$ cat src/hw/rtl/snaf_pkg.sv
// Shared constants for the signed number to ASCII field unit.
package snaf_pkg;

  localparam int MagW = 17;

  localparam logic [7:0] CH_ZERO  = 8'h30;
  localparam logic [7:0] CH_SPACE = 8'h20;
  localparam logic [7:0] CH_MINUS = 8'h2D;
  localparam logic [7:0] CH_POINT = 8'h2E;

  localparam logic signed [31:0] INT_HI  = 32'sd99999;
  localparam logic signed [31:0] INT_LO  = -32'sd9999;
  localparam logic signed [31:0] TEN_HI  = 32'sd9999;
  localparam logic signed [31:0] TEN_LO  = -32'sd999;

  localparam logic [MagW-1:0] INT_HI_MAG = 17'd99999;
  localparam logic [MagW-1:0] INT_LO_MAG = 17'd9999;
  localparam logic [MagW-1:0] TEN_HI_MAG = 17'd9999;
  localparam logic [MagW-1:0] TEN_LO_MAG = 17'd999;

  localparam logic [19:0] RECIP_10    = 20'd838861;
  localparam logic [19:0] RECIP_100   = 20'd167773;
  localparam logic [19:0] RECIP_1000  = 20'd134218;
  localparam logic [19:0] RECIP_10000 = 20'd107375;

  localparam logic KIND_INT    = 1'b0;
  localparam logic KIND_TENTHS = 1'b1;

  typedef logic [7:0] char_t;

endpackage

$ cat src/hw/rtl/signed_number_to_ascii_field_unit.sv
// Signed number to five-character ASCII display field, three-register pipeline.
//
// Input channel in_*: one transaction carries a signed 32-bit value in in_tdata and the
// mode in in_tuser (0 plain integer, 1 value in tenths with one decimal).
// Output channel out_*: one transaction per input carries five ASCII characters,
// ch0 (leftmost) in the lowest byte of out_tdata.
// Out-of-range values saturate to the mode's limit without any flag.
// An accepted item passes the input, quotient and result registers in turn.
// Throughput: one item per cycle while out_tready is high; the pipeline is set by an
// input register, a register after the constant-reciprocal multipliers that give the
// decimal quotients, and the result register that picks digits, spaces, sign and point.
// Reset: synchronous, active low; clears all valid flags, the pipeline is empty
// and in_tready is high after reset.
// Stall: when out_tready is low the result holds; earlier stages keep advancing
// into empty slots, so up to two further items are accepted before in_tready
// drops.
module signed_number_to_ascii_field_unit (
  input  logic        clk,
  input  logic        rst_n,
  input  logic        in_tvalid,
  output logic        in_tready,
  input  logic [31:0] in_tdata,   // value[31:0]
  input  logic        in_tuser,   // kind[0]
  output logic        out_tvalid,
  input  logic        out_tready,
  output logic [39:0] out_tdata   // ch0[7:0], ch1[15:8], ch2[23:16], ch3[31:24], ch4[39:32]
);
  import snaf_pkg::*;

  logic                     s1_valid_r;
  logic                     s1_kind_r;
  logic signed [31:0]       s1_value_r;

  logic                     s2_valid_r;
  logic                     s2_kind_r;
  logic                     s2_neg_r;
  logic [3:0]               s2_mlo_r;
  logic [13:0]              s2_q1_r;
  logic [9:0]               s2_q2_r;
  logic [6:0]               s2_q3_r;
  logic [3:0]               s2_q4_r;

  logic                     out_valid_r;
  logic [39:0]              out_data_r;

  logic                     out_adv;
  logic                     s2_adv;
  logic                     s1_adv;

  logic                     neg_nxt;
  logic [MagW-1:0]          mag_nxt;
  logic [31:0]              negv;
  logic [36:0]              prod1, prod2, prod3, prod4;

  logic [3:0]               d0, d1, d2, d3, d4;
  char_t                    c0, c1, c2, c3, c4;
  logic [39:0]              out_data_nxt;

  function automatic logic [3:0] times10_lo(input logic [3:0] x);
    times10_lo = 4'({x[0], 3'b000}) + 4'({x[2:0], 1'b0});
  endfunction

  function automatic char_t dchar(input logic [3:0] d);
    dchar = CH_ZERO | {4'b0000, d};
  endfunction

  assign out_adv   = !out_valid_r || out_tready;
  assign s2_adv    = !s2_valid_r || out_adv;
  assign s1_adv    = !s1_valid_r || s2_adv;
  assign in_tready = s1_adv;

  // saturate, take magnitude, and form decimal quotients
  always_comb begin
    negv = -s1_value_r;
    if (s1_kind_r == KIND_TENTHS) begin
      if (s1_value_r > TEN_HI) begin
        neg_nxt = 1'b0;
        mag_nxt = TEN_HI_MAG;
      end else if (s1_value_r < TEN_LO) begin
        neg_nxt = 1'b1;
        mag_nxt = TEN_LO_MAG;
      end else begin
        neg_nxt = s1_value_r[31];
        mag_nxt = s1_value_r[31] ? negv[MagW-1:0] : s1_value_r[MagW-1:0];
      end
    end else begin
      if (s1_value_r > INT_HI) begin
        neg_nxt = 1'b0;
        mag_nxt = INT_HI_MAG;
      end else if (s1_value_r < INT_LO) begin
        neg_nxt = 1'b1;
        mag_nxt = INT_LO_MAG;
      end else begin
        neg_nxt = s1_value_r[31];
        mag_nxt = s1_value_r[31] ? negv[MagW-1:0] : s1_value_r[MagW-1:0];
      end
    end
    prod1 = 37'(mag_nxt) * 37'(RECIP_10);
    prod2 = 37'(mag_nxt) * 37'(RECIP_100);
    prod3 = 37'(mag_nxt) * 37'(RECIP_1000);
    prod4 = 37'(mag_nxt) * 37'(RECIP_10000);
  end

  // pick digits and lay out the field
  always_comb begin
    d0 = s2_mlo_r - times10_lo(s2_q1_r[3:0]);
    d1 = s2_q1_r[3:0] - times10_lo(s2_q2_r[3:0]);
    d2 = s2_q2_r[3:0] - times10_lo(s2_q3_r[3:0]);
    d3 = s2_q3_r[3:0] - times10_lo(s2_q4_r);
    d4 = s2_q4_r;
    c0 = CH_SPACE;
    c1 = CH_SPACE;
    c2 = CH_SPACE;
    c3 = CH_SPACE;
    c4 = CH_SPACE;
    if (s2_kind_r == KIND_TENTHS) begin
      if (!s2_neg_r) begin
        if (s2_q3_r != '0) begin
          c0 = dchar(d3); c1 = dchar(d2); c2 = dchar(d1); c3 = CH_POINT; c4 = dchar(d0);
        end else if (s2_q2_r != '0) begin
          c1 = dchar(d2); c2 = dchar(d1); c3 = CH_POINT; c4 = dchar(d0);
        end else begin
          c1 = dchar(d1); c2 = CH_POINT; c3 = dchar(d0);
        end
      end else begin
        if (s2_q2_r != '0) begin
          c0 = CH_MINUS; c1 = dchar(d2); c2 = dchar(d1); c3 = CH_POINT; c4 = dchar(d0);
        end else begin
          c1 = CH_MINUS; c2 = dchar(d1); c3 = CH_POINT; c4 = dchar(d0);
        end
      end
    end else begin
      if (!s2_neg_r) begin
        if (s2_q4_r != '0) begin
          c0 = dchar(d4); c1 = dchar(d3); c2 = dchar(d2); c3 = dchar(d1); c4 = dchar(d0);
        end else if (s2_q3_r != '0) begin
          c1 = dchar(d3); c2 = dchar(d2); c3 = dchar(d1); c4 = dchar(d0);
        end else if (s2_q2_r != '0) begin
          c1 = dchar(d2); c2 = dchar(d1); c3 = dchar(d0);
        end else if (s2_q1_r != '0) begin
          c2 = dchar(d1); c3 = dchar(d0);
        end else begin
          c3 = dchar(d0);
        end
      end else begin
        if (s2_q3_r != '0) begin
          c0 = CH_MINUS; c1 = dchar(d3); c2 = dchar(d2); c3 = dchar(d1); c4 = dchar(d0);
        end else if (s2_q2_r != '0) begin
          c1 = CH_MINUS; c2 = dchar(d2); c3 = dchar(d1); c4 = dchar(d0);
        end else if (s2_q1_r != '0) begin
          c1 = CH_MINUS; c2 = dchar(d1); c3 = dchar(d0);
        end else begin
          c2 = CH_MINUS; c3 = dchar(d0);
        end
      end
    end
    out_data_nxt = {c4, c3, c2, c1, c0};
  end

  always_ff @(posedge clk) begin
    if (!rst_n) begin
      s1_valid_r  <= 1'b0;
      s2_valid_r  <= 1'b0;
      out_valid_r <= 1'b0;
    end else begin
      if (s1_adv) begin
        s1_valid_r <= in_tvalid;
      end
      if (s2_adv) begin
        s2_valid_r <= s1_valid_r;
      end
      if (out_adv) begin
        out_valid_r <= s2_valid_r;
      end
    end
  end

  always_ff @(posedge clk) begin
    if (s1_adv && in_tvalid) begin
      s1_kind_r  <= in_tuser;
      s1_value_r <= in_tdata;
    end
    if (s2_adv && s1_valid_r) begin
      s2_kind_r <= s1_kind_r;
      s2_neg_r  <= neg_nxt;
      s2_mlo_r  <= mag_nxt[3:0];
      s2_q1_r   <= prod1[36:23];
      s2_q2_r   <= prod2[33:24];
      s2_q3_r   <= prod3[33:27];
      s2_q4_r   <= prod4[33:30];
    end
    if (out_adv && s2_valid_r) begin
      out_data_r <= out_data_nxt;
    end
  end

  assign out_tvalid = out_valid_r;
  assign out_tdata  = out_data_r;

endmodule

$ cat config.mk
export PLATFORM = sky130hd
export DESIGN_NAME = signed_number_to_ascii_field_unit
export DESIGN_NICKNAME = d
export VERILOG_FILES = /design/src/hw/rtl/snaf_pkg.sv /design/src/hw/rtl/signed_number_to_ascii_field_unit.sv
export SDC_FILE = /design/constraint.sdc
export NUM_CORES = 1
export LEC_CHECK = 0
export ABC_AREA = 1
export BUFFER_PORTS_ARGS = -buffer_cell sky130_fd_sc_hd__buf_2
export CORE_MARGIN = 2
export CORE_UTILIZATION = 40
export DETAILED_ROUTE_END_ITERATION = 16
export GPL_TIMING_DRIVEN = 0
export PLACE_DENSITY = 0.57
export SLEW_MARGIN = 20
export SYNTH_ARGS = -nofsm -noshare
export SYNTH_HDL_FRONTEND = slang
export SYNTH_SLANG_ARGS = --single-unit
$ cat constraint.sdc
create_clock -name clk -period 10.6 [get_ports clk]
set_input_delay 0 -clock clk [delete_from_list [all_inputs] [get_ports clk]]
set_output_delay 0 -clock clk [all_outputs]
set_load 0.005 [all_outputs]
==> results.py <==
metrics = {
    "route": {
        "vias": 18300,
        "vias_per_cell": 5.08,
        "postRouteAntennaNets": 0,
        "wl_per_cell_um": 18.9,
        "first_pass_iters": 5,
        "totalWireLength_um": 68300,
        "drt_iter0_drc": 1052,
        "drc": 0,
    },
    "synth": {
        "synthDistinctLibCells": 53,
        "synth_edf_count": 99,
        "synth_seq_cells": 102,
        "synth_top_area_cell": "fa_1",
        "synthesis.area_um2": 24100,
        "synth-seq-area-share": 0.126,
        "ys_warn_count": 0,
        "netlist_top_cells_area": "fa_1 29%, ha_1 25%, edfxtp_1 12%",
        "synthCells": 2703,
        "syn_area_per_cell_um2": 8.90,
        "async_flop_share": 0,
        "synth_top_area_frac": 0.287,
        "synthFlopType": "edfxtp_1",
    },
    "cts": {
        "clk_path_buf_depth": 2,
        "cts.sinks": 102,
        "clkSlewWorstSetupHoldPaths_ns": 0.09,
        "cts_setup_buffers": 0,
        "numCtsBuffers": 9,
        "cts_root_buf": "clkbuf_16",
        "clk_latency_ns": 0.38,
        "htree_levels": 3,
        "cts_tree": "built",
    },
    "global_route": {
        "antenna_found_initial": 0,
        "grt_first_pass_wirelength_um": 107000,
        "grt_overflow_total": 0,
        "grt_pass1_vias": 19300,
        "grt_use_total": 0.225,
        "grt_max_degree": 34,
    },
    "floorplanning": {
        "die_h_um": 249,
        "core-area_um2": 59200,
        "start_util": 0.406,
        "row_count": 89,
        "die_w_um": 249,
        "dieArea_um2": 62100,
        "io_pins": 79,
    },
    "critical_path": {
        "worstSetupStartpointType": "register",
        "slowest_stage": "ha_1",
        "cp_max_fo": 11,
        "r2r_end": "d4[1]",
        "endpoint_kind": "register",
        "crit_type": "reg2reg",
        "reg2reg_slack_ns": 0.54,
        "path_common_cell": "inv_1",
        "cp.buffers_inverters": 7,
        "slowest_delay_ns": 0.90,
        "reg2regPathDepth": 29,
        "critical_path.top_delay_family": "adder cells",
        "worstPathArrival_ns": 10.13,
        "crit_required_ns": 10.67,
        "r2r_start": "s1_value_r[31]",
    },
    "job": {
        "cap_viol_max_count": 0,
    },
    "final_layout": {
        "layout_commonest_cell": "inv_1",
        "nFillCells": 5832,
        "multiInputGateArea_um2": 18100,
        "num-nets-final": 3688,
        "final_cell_mix": "757 x inv_1, 476 x ha_1, 345 x fa_1, 281 x nand2_1, 144 x a21oi_1",
        "n_antenna_cell": 0,
        "seq_area_um2": 3030,
        "area_growth_pct": 8.96,
        "drive_gt1_frac": 0.0578,
    },
    "timing": {
        "fin_ws_ns": 0.539,
        "finClkSkew_ns": 0.0159,
        "clock.fmax_ghz": 0.0994,
        "period_share": 0.949,
        "relSlewSlack": 0.310,
        "drv_slew": 0,
        "worst_slew_pin_slew_ns": 1.03,
        "period_minus_slack_ns": 10.06,
        "rsz0062_at_grt": "false",
        "hold_viol": 0,
        "setup_violations": 0,
    },
    "placement": {
        "portBuffers": 63,
        "hpwlAfterDp_um": 58800,
        "post-place-ws_ns": 0.486,
        "gp_congestion": 0.954,
    },
    "hold_path": {
        "hold_path_class": "in2reg",
        "whs_endpoint": "s1_kind_r",
        "hold_depth": 2,
        "min_from": "in_tuser",
    },
    "status": {
        "status": "complete, no violations",
    },
}
==> how the worst max path moves through the flow <==
stage                   start         end  slack [ns]  cells after the start
6_report       s1_value_r[31]       d4[1]        0.54                     29
3_5_place_dp   s1_value_r[31]       d4[1]        0.49                     30
2_1_floorplan  s1_value_r[31]  s2_q2_r[8]        2.88                     30
5_1_grt        s1_value_r[31]       d4[0]        0.01                     29
3_3_place_gp   s1_value_r[31]       d4[1]       -0.15                     30
4_1_cts        s1_value_r[31]       d4[1]        0.42                     30
==> final cells by class <==
type / count / share of cell area
multi-input combinational: 1827 / 0.691
tap: 773 / 0.0369
clock inverter: 7 / 0.00339
clock buffer: 9 / 0.00859
inverter: 767 / 0.110
timing repair buffer: 103 / 0.0291
sequential: 102 / 0.116
buffer: 20 / 0.00506
==> registers in the layout, indices dropped and copies added (netlist names) <==
signal / cells
d4: 4
out_tdata: 25
out_tvalid: 1
s1_kind_r: 1
s1_valid_r: 1
s1_value_r: 32
s2_kind_r: 1
s2_mlo_r: 4
s2_neg_r: 1
s2_q1_r: 14
s2_q2_r: 10
s2_q3_r: 7
s2_valid_r: 1
==> per-stage QoR <==
stage | hold WS [ns] | TNS (ns) | cells | cell area (um^2) | util
finish | 0.325 | 0 | 3608 | 26200 | 0.442
global placement | 0.178 | -0.876 | 3552 | 25400 | 0.428
floorplan | 0.0989 | 0 | 2716 | 24100 | -
global route | 0.321 | 0 | 3608 | 26200 | 0.442
CTS | 0.298 | 0 | 3608 | 26200 | 0.442
detailed placement | 0.178 | 0 | 3556 | 25500 | 0.431
==> what timing repair did <==
| item | 4_1_cts | 5_1_grt |
|---|---|---|
| endpoints found under the setup margin | 0 | 6 |
| resized for setup | 0 | 1 |
| hold buffers | 36 | 0 |
| hold endpoints to repair | 36 | 0 |
==> layer usage <==
layer | up-vias | global-route usage | wire (um)
met5 | - | 0 | 0
met2 | 495 | 0.379 | 32100
met4 | 0 | 0.0854 | 2630
met1 | 8952 | 0.294 | 30000
li1 | 8750 | - | -
met3 | 126 | 0.0295 | 3580
==> logic make-up (layout without fill, tap and decap cells) <==
logic type / count (synthesis) / after routing / share of synthesized area
AOI/OAI and AO/OA: 305 / 305 / 0.0712
xor gates and xnor gates: 71 / 71 / 0.0259
adders and majority gates: 821 / 821 / 0.535
buffers and inverters: 787 / 906 / 0.125
DFF: 102 / 102 / 0.126
other: 2 / 15 / 0.000312
and+or+nand+nor: 615 / 615 / 0.116
==> worst register-to-register path, delay by kind of cell (launching register included) <==
kind                     cells  cell delay [ns]
XOR/XNOR                     1             0.58
AND/OR/NAND/NOR              8             1.45
buffers and inverters        7             1.66
adder cells (fa/ha/maj)      8             4.22
flip-flops                   1             0.49
AO/OA/AOI/OAI                5             1.34
==> cell usage after synthesis (all sizes together) (6+ instances only) <==
library cell and instances:
a211oi 6, a21o 11, a21oi 150, buf 16, edfxtp 99, fa 345
ha 476, inv 765, nand2 302, nand3 89, nand4 23, nor2 144
nor3 28, nor4 14, o211ai 6, o21a 10, o21ai 92, o221ai 7
or2 7, xnor2 26, xor2 45
Power is left out: the tool's default activity adds up to more than one toggle a clock period on the data nets, which glitch-free logic cannot reach.
